===== src/color_mask_centroid_defines.svh =====
// ----------------------------------------------------------------------------
// Color mask centroid assertion macros
// Shared concurrent assertion forms, clocked on clk and disabled in reset.
// ----------------------------------------------------------------------------
`ifndef COLOR_MASK_CENTROID_DEFINES_SVH
`define COLOR_MASK_CENTROID_DEFINES_SVH

// Consequence must hold in the same cycle as the condition.
`define CMC_ASSERT_SAME(label, cond, conseq, msg) \
  label: assert property (@(posedge clk) disable iff (rst) (cond) |-> (conseq)) \
    else $error(msg);

// Consequence must hold in the cycle after the condition.
`define CMC_ASSERT_NEXT(label, cond, conseq, msg) \
  label: assert property (@(posedge clk) disable iff (rst) (cond) |=> (conseq)) \
    else $error(msg);

`endif


===== src/cmc_pkg.sv =====
// ----------------------------------------------------------------------------
// Color mask centroid package
// Field widths, register codes and reset values, queue entry type and the
// small arithmetic helpers shared by the pixel front end and the back end.
// ----------------------------------------------------------------------------
package cmc_pkg;

  // Field widths.
  localparam int unsigned CH_W    = 8;
  localparam int unsigned COORD_W = 10;
  localparam int unsigned THR_W   = 10;
  localparam int unsigned DIST_W  = 10;
  localparam int unsigned SUM_W   = 30;
  localparam int unsigned COUNT_W = 21;
  localparam int unsigned CENT_W  = 10;

  // Configuration port.
  localparam int unsigned CFG_ADDR_W = 3;
  localparam int unsigned CFG_DATA_W = 10;

  localparam logic [CFG_ADDR_W-1:0] CFG_REF_CH0   = 3'd0;
  localparam logic [CFG_ADDR_W-1:0] CFG_REF_CH1   = 3'd1;
  localparam logic [CFG_ADDR_W-1:0] CFG_REF_CH2   = 3'd2;
  localparam logic [CFG_ADDR_W-1:0] CFG_THRESHOLD = 3'd3;
  localparam logic [CFG_ADDR_W-1:0] CFG_MODE      = 3'd4;

  // Register reset values.
  localparam logic [CH_W-1:0]  REF_CH0_RESET   = 8'd175;
  localparam logic [CH_W-1:0]  REF_CH1_RESET   = 8'd220;
  localparam logic [CH_W-1:0]  REF_CH2_RESET   = 8'd160;
  localparam logic [THR_W-1:0] THRESHOLD_RESET = 10'd20;
  localparam logic             MODE_RESET      = 1'b1;

  // Distance modes.
  localparam logic MODE_SAD = 1'b0;
  localparam logic MODE_HUE = 1'b1;

  // Hue wraps at 180, so a difference above 90 is folded back.
  localparam logic [CH_W-1:0] HUE_HALF = 8'd90;
  localparam logic [CH_W-1:0] HUE_FULL = 8'd180;

  // Divide by three of an 8-bit value: multiply by 171, shift right by 9.
  localparam int unsigned     THIRD_SHIFT = 9;
  localparam logic [CH_W-1:0] THIRD_RECIP = 8'd171;

  // Hard limit on the per-frame match count.
  localparam int unsigned COUNT_HARD_CAP = 1048576;

  // Parameter defaults.
  localparam int unsigned MAX_WIDTH_DEFAULT   = 1024;
  localparam int unsigned MAX_HEIGHT_DEFAULT  = 1024;
  localparam int unsigned QUEUE_DEPTH_DEFAULT = 4;

  // One classified pixel on its way to the back end. The sums and count are
  // the frame totals including this pixel; they matter only at frame end.
  typedef struct packed {
    logic               mask_bit;
    logic               end_of_frame;
    logic [SUM_W-1:0]   column_sum;
    logic [SUM_W-1:0]   row_sum;
    logic [COUNT_W-1:0] pixel_count;
  } q_entry_t;

  // Absolute difference of two channel values.
  function automatic logic [CH_W-1:0] absdiff(input logic [CH_W-1:0] a,
                                              input logic [CH_W-1:0] b);
    return (a > b) ? (a - b) : (b - a);
  endfunction

endpackage


===== src/cmc_interfaces.sv =====
// ----------------------------------------------------------------------------
// Color mask centroid channel interfaces
// Valid/ready channels for incoming pixels and outgoing results.
// ----------------------------------------------------------------------------

// Pixel channel: one request per pixel.
interface cmc_pixel_if;
  import cmc_pkg::*;

  logic               valid;
  logic               ready;
  logic [CH_W-1:0]    channel_0;
  logic [CH_W-1:0]    channel_1;
  logic [CH_W-1:0]    channel_2;
  logic [COORD_W-1:0] pixel_x;
  logic [COORD_W-1:0] pixel_y;
  logic               end_of_frame;

  modport source (
    output valid, channel_0, channel_1, channel_2, pixel_x, pixel_y, end_of_frame,
    input  ready
  );

  modport sink (
    input  valid, channel_0, channel_1, channel_2, pixel_x, pixel_y, end_of_frame,
    output ready
  );
endinterface

// Result channel: one request per pixel, centroid fields set at frame end.
interface cmc_result_if;
  import cmc_pkg::*;

  logic               valid;
  logic               ready;
  logic               mask_bit;
  logic               frame_done;
  logic [CENT_W-1:0]  centroid_x;
  logic [CENT_W-1:0]  centroid_y;
  logic [COUNT_W-1:0] match_count;

  modport source (
    output valid, mask_bit, frame_done, centroid_x, centroid_y, match_count,
    input  ready
  );

  modport sink (
    input  valid, mask_bit, frame_done, centroid_x, centroid_y, match_count,
    output ready
  );
endinterface


===== src/cmc_front.sv =====
// ----------------------------------------------------------------------------
// Color mask centroid front end
// Holds the configuration registers, classifies each pixel against the
// reference color, keeps the running frame sums and pushes one entry per
// pixel into the queue.
// ----------------------------------------------------------------------------
`include "color_mask_centroid_defines.svh"

module cmc_front #(
  parameter int unsigned MAX_WIDTH  = cmc_pkg::MAX_WIDTH_DEFAULT,
  parameter int unsigned MAX_HEIGHT = cmc_pkg::MAX_HEIGHT_DEFAULT
) (
  input  logic                              clk,
  input  logic                              rst,
  cmc_pixel_if.sink                         pix,
  input  logic                              cfg_wen,
  input  logic [cmc_pkg::CFG_ADDR_W-1:0]    cfg_addr,
  input  logic [cmc_pkg::CFG_DATA_W-1:0]    cfg_wdata,
  output logic                              push_valid,
  output cmc_pkg::q_entry_t                 push_data,
  input  logic                              push_ready
);
  import cmc_pkg::*;

  localparam int unsigned FrameArea = MAX_WIDTH * MAX_HEIGHT;
  localparam int unsigned CountCap  =
    (FrameArea < COUNT_HARD_CAP) ? FrameArea : COUNT_HARD_CAP;

  logic [CH_W-1:0]    ref_channel_0;
  logic [CH_W-1:0]    ref_channel_1;
  logic [CH_W-1:0]    ref_channel_2;
  logic [THR_W-1:0]   match_threshold;
  logic               distance_mode;

  logic [SUM_W-1:0]   column_sum;
  logic [SUM_W-1:0]   row_sum;
  logic [COUNT_W-1:0] pixel_count;
  logic [SUM_W-1:0]   column_sum_next;
  logic [SUM_W-1:0]   row_sum_next;
  logic [COUNT_W-1:0] pixel_count_next;

  logic [CH_W-1:0]    diff_0;
  logic [CH_W-1:0]    diff_1;
  logic [CH_W-1:0]    diff_2;
  logic [CH_W-1:0]    hue_term;
  logic [2*CH_W-1:0]  sat_product;
  logic [CH_W-1:0]    sat_third;
  logic [DIST_W-1:0]  distance;
  logic               match;
  logic               add_pixel;
  logic               accept;

  // Configuration writes; unknown indexes are ignored.
  always_ff @(posedge clk) begin
    if (rst) begin
      ref_channel_0   <= REF_CH0_RESET;
      ref_channel_1   <= REF_CH1_RESET;
      ref_channel_2   <= REF_CH2_RESET;
      match_threshold <= THRESHOLD_RESET;
      distance_mode   <= MODE_RESET;
    end else if (cfg_wen) begin
      case (cfg_addr)
        CFG_REF_CH0:   ref_channel_0   <= cfg_wdata[CH_W-1:0];
        CFG_REF_CH1:   ref_channel_1   <= cfg_wdata[CH_W-1:0];
        CFG_REF_CH2:   ref_channel_2   <= cfg_wdata[CH_W-1:0];
        CFG_THRESHOLD: match_threshold <= cfg_wdata[THR_W-1:0];
        CFG_MODE:      distance_mode   <= cfg_wdata[0];
        default: ;
      endcase
    end
  end

  // Per-channel differences, hue fold and the saturation third.
  always_comb begin
    diff_0      = absdiff(pix.channel_0, ref_channel_0);
    diff_1      = absdiff(pix.channel_1, ref_channel_1);
    diff_2      = absdiff(pix.channel_2, ref_channel_2);
    hue_term    = (diff_0 > HUE_HALF) ? absdiff(HUE_FULL, diff_0) : diff_0;
    sat_product = (2*CH_W)'(diff_1) * (2*CH_W)'(THIRD_RECIP);
    sat_third   = CH_W'(sat_product >> THIRD_SHIFT);
  end

  // Distance for the selected mode and the match decision.
  always_comb begin
    case (distance_mode)
      MODE_SAD: distance = DIST_W'(diff_0) + DIST_W'(diff_1) + DIST_W'(diff_2);
      MODE_HUE: distance = DIST_W'(hue_term) + DIST_W'(sat_third);
      default:  distance = '0;
    endcase
    match     = distance < match_threshold;
    add_pixel = match && (pixel_count < COUNT_W'(CountCap));
  end

  // Running sums including the current pixel.
  always_comb begin
    column_sum_next  = column_sum + (add_pixel ? SUM_W'(pix.pixel_x) : '0);
    row_sum_next     = row_sum + (add_pixel ? SUM_W'(pix.pixel_y) : '0);
    pixel_count_next = pixel_count + (add_pixel ? COUNT_W'(1) : '0);
  end

  // Every accepted pixel goes straight into the queue.
  assign accept     = pix.valid && push_ready;
  assign pix.ready  = push_ready;
  assign push_valid = pix.valid;

  always_comb begin
    push_data.mask_bit     = match;
    push_data.end_of_frame = pix.end_of_frame;
    push_data.column_sum   = column_sum_next;
    push_data.row_sum      = row_sum_next;
    push_data.pixel_count  = pixel_count_next;
  end

  // Frame accumulators, cleared after the last pixel of a frame.
  always_ff @(posedge clk) begin
    if (rst) begin
      column_sum  <= '0;
      row_sum     <= '0;
      pixel_count <= '0;
    end else if (accept) begin
      if (pix.end_of_frame) begin
        column_sum  <= '0;
        row_sum     <= '0;
        pixel_count <= '0;
      end else begin
        column_sum  <= column_sum_next;
        row_sum     <= row_sum_next;
        pixel_count <= pixel_count_next;
      end
    end
  end

  `CMC_ASSERT_SAME(a_empty_sums, pixel_count == '0, column_sum == '0 && row_sum == '0, "sums nonzero with zero count")
  `CMC_ASSERT_NEXT(a_frame_clear, accept && pix.end_of_frame, pixel_count == '0, "count not cleared after frame end")

endmodule


===== src/cmc_queue.sv =====
// ----------------------------------------------------------------------------
// Color mask centroid queue
// Short first-in first-out buffer of classified pixels between the front end
// and the back end, so that each side can stall on its own.
// ----------------------------------------------------------------------------
`include "color_mask_centroid_defines.svh"

module cmc_queue #(
  parameter int unsigned DEPTH = cmc_pkg::QUEUE_DEPTH_DEFAULT
) (
  input  logic              clk,
  input  logic              rst,
  input  logic              push_valid,
  input  cmc_pkg::q_entry_t push_data,
  output logic              push_ready,
  output logic              pop_valid,
  output cmc_pkg::q_entry_t pop_data,
  input  logic              pop_ready
);
  import cmc_pkg::*;

  localparam int unsigned PtrW  = (DEPTH > 1) ? $clog2(DEPTH) : 1;
  localparam int unsigned FillW = $clog2(DEPTH + 1);

  q_entry_t          slots [DEPTH];
  logic [PtrW-1:0]   wr_ptr;
  logic [PtrW-1:0]   rd_ptr;
  logic [FillW-1:0]  fill;
  logic              do_push;
  logic              do_pop;

  assign push_ready = fill != FillW'(DEPTH);
  assign pop_valid  = fill != '0;
  assign pop_data   = slots[rd_ptr];
  assign do_push    = push_valid && push_ready;
  assign do_pop     = pop_valid && pop_ready;

  // Entry storage.
  always_ff @(posedge clk) begin
    if (do_push) begin
      slots[wr_ptr] <= push_data;
    end
  end

  // Pointers wrap at the depth; the fill level tracks occupancy.
  always_ff @(posedge clk) begin
    if (rst) begin
      wr_ptr <= '0;
      rd_ptr <= '0;
      fill   <= '0;
    end else begin
      if (do_push) begin
        wr_ptr <= (wr_ptr == PtrW'(DEPTH - 1)) ? '0 : wr_ptr + PtrW'(1);
      end
      if (do_pop) begin
        rd_ptr <= (rd_ptr == PtrW'(DEPTH - 1)) ? '0 : rd_ptr + PtrW'(1);
      end
      case ({do_push, do_pop})
        2'b10:   fill <= fill + FillW'(1);
        2'b01:   fill <= fill - FillW'(1);
        default: ;
      endcase
    end
  end

  `CMC_ASSERT_SAME(a_fill_bound, 1'b1, fill <= FillW'(DEPTH), "queue fill beyond depth")

endmodule


===== src/cmc_back.sv =====
// ----------------------------------------------------------------------------
// Color mask centroid back end
// Drains the queue into the result register. Ordinary pixels pass straight
// through; a frame-end pixel runs a bit-serial division of both sums by the
// match count before its result is shown.
// ----------------------------------------------------------------------------
`include "color_mask_centroid_defines.svh"

module cmc_back (
  input  logic              clk,
  input  logic              rst,
  input  logic              pop_valid,
  input  cmc_pkg::q_entry_t pop_data,
  output logic              pop_ready,
  cmc_result_if.source      res
);
  import cmc_pkg::*;

  localparam int unsigned StepW = $clog2(CENT_W);

  typedef enum logic [1:0] {
    S_PASS,
    S_DIVIDE,
    S_DONE
  } state_t;

  state_t             state;
  logic [StepW-1:0]   step;
  logic [COUNT_W-1:0] divisor;
  logic [COUNT_W-1:0] rem_x;
  logic [COUNT_W-1:0] rem_y;
  logic [CENT_W-1:0]  quo_x;
  logic [CENT_W-1:0]  quo_y;
  logic               frame_mask;

  logic [COUNT_W:0]   shift_x;
  logic [COUNT_W:0]   shift_y;
  logic               ge_x;
  logic               ge_y;
  logic               out_free;
  logic               show_pixel;
  logic               show_frame;

  // One restoring division step for each coordinate.
  always_comb begin
    shift_x = {rem_x, quo_x[CENT_W-1]};
    shift_y = {rem_y, quo_y[CENT_W-1]};
    ge_x    = shift_x >= {1'b0, divisor};
    ge_y    = shift_y >= {1'b0, divisor};
  end

  assign out_free  = !res.valid || res.ready;
  assign pop_ready = (state == S_PASS) && (pop_data.end_of_frame || out_free);

  // A result is loaded for a passed-through pixel or for a finished division.
  assign show_pixel = (state == S_PASS) && pop_valid && pop_ready && !pop_data.end_of_frame;
  assign show_frame = (state == S_DONE) && out_free;

  // Sequencer and result register.
  always_ff @(posedge clk) begin
    if (rst) begin
      state     <= S_PASS;
      res.valid <= 1'b0;
    end else begin
      res.valid <= show_pixel || show_frame || (res.valid && !res.ready);
      case (state)
        S_PASS: begin
          if (pop_valid && pop_ready) begin
            if (pop_data.end_of_frame) begin
              // The mean fits in the centroid width, so the upper part of each
              // sum starts below the count and only the low bits are divided.
              rem_x      <= COUNT_W'(pop_data.column_sum[SUM_W-1:CENT_W]);
              rem_y      <= COUNT_W'(pop_data.row_sum[SUM_W-1:CENT_W]);
              quo_x      <= pop_data.column_sum[CENT_W-1:0];
              quo_y      <= pop_data.row_sum[CENT_W-1:0];
              divisor    <= pop_data.pixel_count;
              frame_mask <= pop_data.mask_bit;
              step       <= '0;
              state      <= S_DIVIDE;
            end else begin
              res.mask_bit    <= pop_data.mask_bit;
              res.frame_done  <= 1'b0;
              res.centroid_x  <= '0;
              res.centroid_y  <= '0;
              res.match_count <= '0;
            end
          end
        end
        S_DIVIDE: begin
          rem_x <= COUNT_W'(ge_x ? shift_x - {1'b0, divisor} : shift_x);
          rem_y <= COUNT_W'(ge_y ? shift_y - {1'b0, divisor} : shift_y);
          quo_x <= {quo_x[CENT_W-2:0], ge_x};
          quo_y <= {quo_y[CENT_W-2:0], ge_y};
          step  <= step + StepW'(1);
          if (step == StepW'(CENT_W - 1)) begin
            state <= S_DONE;
          end
        end
        S_DONE: begin
          if (out_free) begin
            // An empty frame reports a centroid of zero.
            res.mask_bit    <= frame_mask;
            res.frame_done  <= 1'b1;
            res.centroid_x  <= (divisor == '0) ? '0 : quo_x;
            res.centroid_y  <= (divisor == '0) ? '0 : quo_y;
            res.match_count <= divisor;
            state           <= S_PASS;
          end
        end
        default: state <= S_PASS;
      endcase
    end
  end

  `CMC_ASSERT_SAME(a_no_pop_busy, state != S_PASS, !pop_ready, "queue popped during division")
  `CMC_ASSERT_SAME(a_plain_zero, res.valid && !res.frame_done, res.centroid_x == '0 && res.centroid_y == '0 && res.match_count == '0, "centroid fields set on ordinary pixel")

endmodule


===== src/color_mask_centroid.sv =====
// ----------------------------------------------------------------------------
// Color mask centroid
// Per-pixel color threshold mask with a per-frame centroid of the matches.
// ----------------------------------------------------------------------------
// Each pixel request yields one result request with its mask bit. A pixel
// that does not end a frame is classified and accumulated in the cycle it is
// accepted and then passes through the queue into the result register, so
// such pixels stream at one per clock while results are taken and no
// division runs. A frame-end pixel is held in the back end to be loaded, run
// through ten bit-serial division steps that produce the column and row means
// together, and presented; the queue (four entries by default) keeps taking
// pixels meanwhile, so the pixel input stalls once it is full. The centroid
// is the floored mean of matching columns and rows, zero for a frame with no
// matches. Configuration must be written only while no pixel is in flight.
module color_mask_centroid #(
  parameter int unsigned MAX_WIDTH   = cmc_pkg::MAX_WIDTH_DEFAULT,
  parameter int unsigned MAX_HEIGHT  = cmc_pkg::MAX_HEIGHT_DEFAULT,
  parameter int unsigned QUEUE_DEPTH = cmc_pkg::QUEUE_DEPTH_DEFAULT
) (
  input  logic                           clk,
  input  logic                           rst,
  cmc_pixel_if.sink                      pix,
  cmc_result_if.source                   res,
  input  logic                           cfg_wen,
  input  logic [cmc_pkg::CFG_ADDR_W-1:0] cfg_addr,
  input  logic [cmc_pkg::CFG_DATA_W-1:0] cfg_wdata
);
  import cmc_pkg::*;

  logic     push_valid;
  logic     push_ready;
  q_entry_t push_data;
  logic     pop_valid;
  logic     pop_ready;
  q_entry_t pop_data;

  // Classification, configuration and frame sums.
  cmc_front #(
    .MAX_WIDTH  (MAX_WIDTH),
    .MAX_HEIGHT (MAX_HEIGHT)
  ) u_front (
    .clk        (clk),
    .rst        (rst),
    .pix        (pix),
    .cfg_wen    (cfg_wen),
    .cfg_addr   (cfg_addr),
    .cfg_wdata  (cfg_wdata),
    .push_valid (push_valid),
    .push_data  (push_data),
    .push_ready (push_ready)
  );

  // Decoupling queue.
  cmc_queue #(
    .DEPTH (QUEUE_DEPTH)
  ) u_queue (
    .clk        (clk),
    .rst        (rst),
    .push_valid (push_valid),
    .push_data  (push_data),
    .push_ready (push_ready),
    .pop_valid  (pop_valid),
    .pop_data   (pop_data),
    .pop_ready  (pop_ready)
  );

  // Centroid division and result register.
  cmc_back u_back (
    .clk       (clk),
    .rst       (rst),
    .pop_valid (pop_valid),
    .pop_data  (pop_data),
    .pop_ready (pop_ready),
    .res       (res)
  );

endmodule

===== src/flat_wrapper.sv =====
// flat-port wrapper written by rule: the top's interface ports become plain ports
module color_mask_centroid_flat import cmc_pkg::*;
#(
  parameter int unsigned MAX_WIDTH   = cmc_pkg::MAX_WIDTH_DEFAULT,
  parameter int unsigned MAX_HEIGHT  = cmc_pkg::MAX_HEIGHT_DEFAULT,
  parameter int unsigned QUEUE_DEPTH = cmc_pkg::QUEUE_DEPTH_DEFAULT
)
  (clk, rst, cfg_wen, cfg_addr, cfg_wdata, pix_valid, pix_channel_0, pix_channel_1, pix_channel_2, pix_pixel_x, pix_pixel_y, pix_end_of_frame, pix_ready, res_valid, res_mask_bit, res_frame_done, res_centroid_x, res_centroid_y, res_match_count, res_ready);
  cmc_pixel_if pix_i ();
  cmc_result_if res_i ();
  input  logic clk;
  input  logic rst;
  input  logic cfg_wen;
  input  logic [cmc_pkg::CFG_ADDR_W-1:0] cfg_addr;
  input  logic [cmc_pkg::CFG_DATA_W-1:0] cfg_wdata;
  input wire logic [$bits(pix_i.valid)-1:0] pix_valid;
  input wire logic [$bits(pix_i.channel_0)-1:0] pix_channel_0;
  input wire logic [$bits(pix_i.channel_1)-1:0] pix_channel_1;
  input wire logic [$bits(pix_i.channel_2)-1:0] pix_channel_2;
  input wire logic [$bits(pix_i.pixel_x)-1:0] pix_pixel_x;
  input wire logic [$bits(pix_i.pixel_y)-1:0] pix_pixel_y;
  input wire logic [$bits(pix_i.end_of_frame)-1:0] pix_end_of_frame;
  output wire logic [$bits(pix_i.ready)-1:0] pix_ready;
  output wire logic [$bits(res_i.valid)-1:0] res_valid;
  output wire logic [$bits(res_i.mask_bit)-1:0] res_mask_bit;
  output wire logic [$bits(res_i.frame_done)-1:0] res_frame_done;
  output wire logic [$bits(res_i.centroid_x)-1:0] res_centroid_x;
  output wire logic [$bits(res_i.centroid_y)-1:0] res_centroid_y;
  output wire logic [$bits(res_i.match_count)-1:0] res_match_count;
  input wire logic [$bits(res_i.ready)-1:0] res_ready;
  assign pix_i.valid = pix_valid;
  assign pix_i.channel_0 = pix_channel_0;
  assign pix_i.channel_1 = pix_channel_1;
  assign pix_i.channel_2 = pix_channel_2;
  assign pix_i.pixel_x = pix_pixel_x;
  assign pix_i.pixel_y = pix_pixel_y;
  assign pix_i.end_of_frame = pix_end_of_frame;
  assign pix_ready = pix_i.ready;
  assign res_valid = res_i.valid;
  assign res_mask_bit = res_i.mask_bit;
  assign res_frame_done = res_i.frame_done;
  assign res_centroid_x = res_i.centroid_x;
  assign res_centroid_y = res_i.centroid_y;
  assign res_match_count = res_i.match_count;
  assign res_i.ready = res_ready;
  color_mask_centroid #(.MAX_WIDTH(MAX_WIDTH), .MAX_HEIGHT(MAX_HEIGHT), .QUEUE_DEPTH(QUEUE_DEPTH)) u_core (.clk(clk), .rst(rst), .pix(pix_i), .res(res_i), .cfg_wen(cfg_wen), .cfg_addr(cfg_addr), .cfg_wdata(cfg_wdata));
endmodule

===== config.mk =====
export PLATFORM = sky130hd
export DESIGN_NAME = color_mask_centroid_flat
export DESIGN_NICKNAME = d
export VERILOG_FILES = /design/src/cmc_pkg.sv /design/src/cmc_interfaces.sv /design/src/cmc_front.sv /design/src/cmc_queue.sv /design/src/cmc_back.sv /design/src/color_mask_centroid.sv /design/src/flat_wrapper.sv
export VERILOG_INCLUDE_DIRS = /design/src /design/src/src
export SDC_FILE = /design/constraint.sdc
export NUM_CORES = 1
export LEC_CHECK = 0
export BUFFER_PORTS_ARGS = -buffer_cell sky130_fd_sc_hd__buf_2
export CAP_MARGIN = 40
export CORE_MARGIN = 4
export CORE_UTILIZATION = 35
export DETAILED_ROUTE_END_ITERATION = 7
export GPL_ROUTABILITY_DRIVEN = 0
export PLACE_DENSITY = 0.46
export SETUP_SLACK_MARGIN = 0.02
export SLEW_MARGIN = 20
export SYNTH_ARGS = -nofsm -noshare
export SYNTH_HDL_FRONTEND = slang
export SYNTH_SLANG_ARGS = --single-unit

===== constraint.sdc =====
create_clock -name clk -period 26.5 [get_ports clk]
set_input_delay 3.975 -clock clk [delete_from_list [all_inputs] [get_ports clk]]
set_output_delay 3.975 -clock clk [all_outputs]
set_load 0.02 [all_outputs]

Yosys cells after proc, flatten, opt, wreduce, memory -nomap -nowiden
Memories as Yosys holds them, arrays and structs flattened. A register that Yosys moved wholly into a read port is not among the register bits.
Index checks and enable logic that the tools add are counted.
{"block": "classes", "n_eq_ne": 17, "bitwise": 2, "n_mul": 1, "n_mux": 61, "addsub": 21, "order_cmp": 9, "n_div": 0, "n_reduce_logical": 32, "n_shift": 0}
{"operator": "$mux 21", "n": 10}
{"operator": "$pmux 21 s2", "n": 3}
{"operator": "$mux 10", "n": 12}
{"operator": "$pmux 10 s2", "n": 5}
{"operator": "$add 30x10->30", "n": 2}
{"operator": "$mux 30", "n": 2}
{"operator": "$sub 8x8->8", "n": 6}
{"operator": "$ge 22x21->1", "n": 2}
{"operator": "$sub 21x21->21", "n": 2}
{"operator": "$mux 8", "n": 5}
{"operator": "$gt 8x8->1", "n": 3}
{"operator": "$add 21x1->21", "n": 1}
{"operator": "$logic_not 21->1", "n": 1}
{"operator": "$lt 21x21->1 const B", "n": 1}
{"operator": "$mul 8x8->16 const B", "n": 1}
{"operator": "$mux 2", "n": 8}
{"operator": "$reduce_and 4->1", "n": 3}
{"operator": "$add 9x8->10", "n": 1}
{"operator": "$lt 10x10->1", "n": 1}
{"operator": "$reduce_and 2->1", "n": 5}
{"operator": "$add 8x7->9", "n": 1}
{"operator": "$add 8x8->9", "n": 1}
{"operator": "$logic_and 1x1->1", "n": 9}
{"operator": "$mux 1", "n": 9}
{"operator": "other kinds (30)", "n": 49}
{"block": "word_totals", "rom_bits": 0, "latch_bits": 0, "out_inout_bits": 45, "ram_bits": 332, "input_bits": 63, "register_bits": 257, "memories": 1}
{"name": "u_core.u_queue.slots", "words": 4, "width": 83, "read_ports": 1, "rd_ports_with_merged_regs": 1, "write_ports": 1, "line_no": "cmc_queue.sv:25", "rtl": "q_entry_t slots [DEPTH];"}

Longest topological paths before layout
{"block": "logic_depth", "depth_word": 12, "ltp_mapped": 57}

Modules after synthesis
From an unflattened synthesis, not the netlist that was laid out.
{"block": "hier_totals", "cells_unflattened": 2677, "hier_area_um2": 31582.8}
{"module": "cmc_queue", "instances": 1, "area_per_inst_um2": 12469.5, "cells_per_inst": 485}
{"module": "cmc_front", "instances": 1, "area_per_inst_um2": 11419.7, "cells_per_inst": 1449}
{"module": "cmc_back", "instances": 1, "area_per_inst_um2": 7693.6, "cells_per_inst": 743}

Least setup slack after synthesis
No wires, ideal clock.
{"block": "synth_timing", "path_kind": "input to register", "startpoint": "input port pix_channel_1[0]", "endpoint": "register u_core.u_front.row_sum[14]", "cell_stages": 52, "n_path_buf": 4, "t_arrival_ns": 14.438, "setup_time_ns": 0.128, "slack_ns": 11.935, "path_cell_list": "inv_1 ha_1 inv_1 fa_1 a21o_1 a21oi_1 o211ai_1 and2_1 buf_2 mux2_2 nor4_1 nor3_1 xnor2_1 fa_1 inv_1 fa_1 fa_1 inv_1 [16 not listed] o21bai_1 a211oi_1 clkbuf_1 and2_1 ha_1 inv_1 fa_1 nor2b_1 o21ai_0 a21boi_0 o21ai_0 a211oi_1 o31a_1 clkbuf_1 clkbuf_1 o21ai_0 a22oi_1 nor2_1"}
{"block": "synth_between", "elab_chain_cells": 10}
{"element": "start, declared", "line_no": "flat_wrapper.sv:18", "rtl": "input wire logic [$bits(pix_i.channel_1)-1:0] pix_channel_1;"}
{"element": "$sub 8x8->8 / $gt 8x8->1 (equally long branches)", "line_no": "cmc_pkg.sv:67", "rtl": "return (a > b) ? (a - b) : (b - a);"}
{"element": "$mux 8 *", "line_no": "cmc_pkg.sv:67"}
{"element": "$mul 8x8->16 / $add 8x8->9 (equally long branches)", "line_no": "cmc_front.sv:79, cmc_front.sv:86"}
{"element": "$add 8x7->9 / $add 9x8->10 (equally long branches)", "line_no": "cmc_front.sv:87, cmc_front.sv:86"}
{"element": "$pmux 10 s2 *", "line_no": "cmc_front.sv:85", "rtl": "case (distance_mode)"}
{"element": "$lt 10x10->1 *", "line_no": "cmc_front.sv:90", "rtl": "match = distance < match_threshold;"}
{"element": "$logic_and 1x1->1 *", "line_no": "cmc_front.sv:91", "rtl": "add_pixel = match && (pixel_count < COUNT_W'(CountCap));"}
{"element": "$mux 10 *", "line_no": "cmc_front.sv:97", "rtl": "row_sum_next = row_sum + (add_pixel ? SUM_W'(pix.pixel_y) : '0);"}
{"element": "$add 30x10->30 *", "line_no": "cmc_front.sv:97"}
{"element": "$mux 30 *", "line_no": "cmc_front.sv:121", "rtl": "if (pix.end_of_frame) begin"}
{"element": "end signal, assigned", "line_no": "cmc_front.sv:127", "rtl": "row_sum <= row_sum_next;"}
{"element": "end, declared", "line_no": "cmc_front.sv:36", "rtl": "logic [SUM_W-1:0] row_sum;"}
Every way passes the cells marked *; elsewhere a longest branch is shown, timed or not.
A chain may end at the register's enable or synchronous reset.

Final worst setup path
{"block": "layout_timing", "startpoint": "input port pix_channel_1[0]", "endpoint": "register u_core.u_front.row_sum[26]"}
Same word-level chain as after synthesis.

==> flow_metrics.tcl <==
set metrics [dict create \
    status "completed" \
    required_ns 27.05 \
    die_h_um 305.1 \
    antenna_found_initial 1 \
    cts_buffer_depth 3 \
    cp_data_arrival_time_ns 16.36 \
    p_leak_nw 13.27 \
    synth_ff_type "edfxtp_1" \
    vias 20600 \
    vias_per_cell 5.251 \
    ir_worst_vdd_mv 0.1775 \
    crit_path_end_kind "flop" \
    core_area_sq_mm 0.08716 \
    drv_slew 0 \
    grtUsageTotal 0.1710 \
    grt_overflow_total 0 \
    layout.cells.non_filler 3924 \
    post_cts_buffers 0 \
    grt_setup_unrepaired "no" \
    fin_nets 2995 \
    final_layout_size_suffix_gt1_frac 0.1334 \
    synth-seq-cells 591 \
    ioPinCount 108 \
    slew_headroom 0.4336 \
    area_growth_pct 13.86 \
    drc 0 \
    cts_htree_levels 3 \
    finalCritPeriodShare 0.5969 \
    synth_area_sq_mm 0.03088 \
    timing.fmax_ghz 0.06322 \
    synth.distinct_cells 74 \
    dp.cells 3793 \
    grt_max_degree 67 \
    ys_warn_count 0 \
    syn_nets 2886 \
    hold_class "reg2reg" \
    syn_avg_cell_area_sq_um 11.87 \
    fin_crit_ns 15.82 \
    cpMaxStageDelayCell "o31a_1" \
    antenna_left 0 \
    cts_tree "yes" \
    drt-pass1-iter-count 5 \
    finalWorstSetupSlack_ns 10.68 \
    totalWireLength_um 79950 \
    worst_hold_slack_ns 0.4582 \
    grt_pass1_vias 21260 \
    fin_setup_tns_ns 0 \
    cts_made_buffers 70 \
    start_util 0.3543 \
    cellPowerDensity_mw_per_mm2 137.8 \
    rows 108 \
    worstSetupPathType "in2reg" \
    die_area_sq_mm 0.09306 \
    synth_edf_count 463 \
    hold_buffers 0 \
    hpwl_um 55000 \
    post_drt_wl_per_cell_um 20.37 \
    async_reset_ff_frac 0 \
    root_buffer "clkbuf_16" \
    cap_violations 0 \
    port_buffers 107 \
    fin_skew_ns 0.03722 \
    pre_cts_slack_ns 10.01 \
    hold_viol 0 \
    yosysSeqAreaShare 0.5331 \
    cts.sinks 591 \
    tightest_slew_ns 0.8407 \
    synth_cells 2603 \
    start_kind "primary input" \
    crit_fanout 22 \
    post_cts_resize_count 0 \
    cp_slowest_stage_delay_ns 0.69 \
    clk_pin_slew_ns 0.06 \
    drtIter0Drc 1351 \
    finalSetupViolCount 0 \
    grt_first_pass_wirelength_um 124600 \
    clock_latency_ns 0.61 \
    die_w_um 305.1 \
]
-- area by class of cell --
| type | count | area (sq um) |
|---|---|---|
| Clock buffer | 90 | 1857 |
| Inverter | 188 | 705.7 |
| Fill cell | 8333 | 51990 |
| Clock inverter | 37 | 389.1 |
| Timing Repair Buffer | 145 | 930.9 |
| Multi-Input combinational cell | 1716 | 13360 |
| Tap cell | 1155 | 1445 |
| Antenna cell | 2 | 5.005 |
| Sequential cell | 591 | 16470 |
-- metrics by stage --
step,utilization,cell area [sq um],total power [W]
6_report,0.4035,35170,0.004844
5_1_grt,0.4034,35160,0.005239
4_1_cts,0.4030,35120,0.004902
3_5_place_dp,0.3772,32880,0.003940
3_3_place_gp,0.3755,32720,0.003863
2_1_floorplan,-,30880,0.003255
-- critical path: cells and delay by family --
family	cells	cell delay (ns)
compound gates	20	4.86
xor+xnor	3	0.97
fa+ha+maj	10	3.51
buf+inv	7	0.69
mux	1	0.34
simple gates	9	2.01
-- final timing paths --
path                                     start                                 to  slack, ns  cells past startpoint
max                           pix_channel_1[0]         u_core.u_front.row_sum[26]      10.68                     50
min          u_core.u_front.match_threshold[6]  u_core.u_front.match_threshold[6]       0.46                      2
max reg2reg    u_core.u_front.ref_channel_1[0]         u_core.u_front.row_sum[26]      13.78                     48
min reg2reg  u_core.u_front.match_threshold[6]  u_core.u_front.match_threshold[6]       0.46                      2
-- sequential cells by signal (all words and copies together) (netlist names), 21 cells and up, named ones only --
name and count:
u_core.u_back.rem_x 21, u_core.u_front.row_sum 30, u_core.u_front.column_sum 30, u_core.u_back.rem_y 21, u_core.u_front.pixel_count 21, u_core.u_back.divisor 21, u_core.u_queue.slots 332, u_core.u_back.res.match_count 21
-- Yosys cell counts (all sizes together), types with 33 or more instances --
| cell | instances | area [sq um] |
|---|---|---|
| mux2i | 53 | 530.5 |
| dfxtp | 128 | 2562 |
| ha | 188 | 2352 |
| clkbuf | 83 | 311.6 |
| nor2 | 173 | 649.4 |
| mux4 | 83 | 1869 |
| nand3 | 44 | 220.2 |
| inv | 188 | 705.7 |
| nand2 | 213 | 799.5 |
| a21oi | 160 | 800.8 |
| xor2 | 49 | 429.2 |
| o21ai | 137 | 685.7 |
| a21o | 39 | 297.8 |
| and3 | 33 | 206.5 |
| and2 | 58 | 362.9 |
| edfxtp | 463 | 13900 |
| xnor2 | 98 | 858.3 |
-- report_power, final --
| part | internal [W] | switching (W) | total [W] |
|---|---|---|---|
| clock network | 0.000542 | 0.000396 | 0.000937 |
| logic | 0.000994 | 0.00142 | 0.00242 |
| registers | 0.00141 | 0.0000753 | 0.00149 |
| total | 0.00295 | 0.00189 | 0.00484 |
-- cells in the final DEF, fill, tap and decap left out, drive strengths merged, types with 33 or more instances in the layout --
cell      n
edfxtp  463
mux2i    53
buf     145
a21o     39
nor2    173
mux4     83
o21ai   137
nand2   213
nand3    44
dfxtp   128
a21oi   160
inv     191
xnor2    98
ha      188
xor2     49
and3     33
and2     58
clkbuf   90
-- layer usage --
metal | track usage | share of wire | wire length [um]
met4 | 0.04589 | 0.021 | 1672
met1 | 0.2471 | 0.48 | 38740
met5 | 0 | 0 | 0
met3 | 0.02423 | 0.044 | 3553
met2 | 0.2702 | 0.45 | 35980
-- logic make-up (layout without fill, tap and decap cells) --
| kind of cell | after synthesis | count (layout) | synth area share |
|---|---|---|---|
| buffers and inverters | 296 | 460 | 0.03695 |
| AND/OR/NAND/NOR | 682 | 682 | 0.1057 |
| multiplexers | 145 | 145 | 0.08098 |
| other | 0 | 2 | 0 |
| XOR/XNOR | 147 | 147 | 0.04169 |
| flip-flops | 591 | 591 | 0.5331 |
| adder cells (fa/ha/maj) | 220 | 220 | 0.09690 |
| AO/OA/AOI/OAI | 522 | 522 | 0.1046 |
Note: power is estimated with default switching activity, not from simulation.
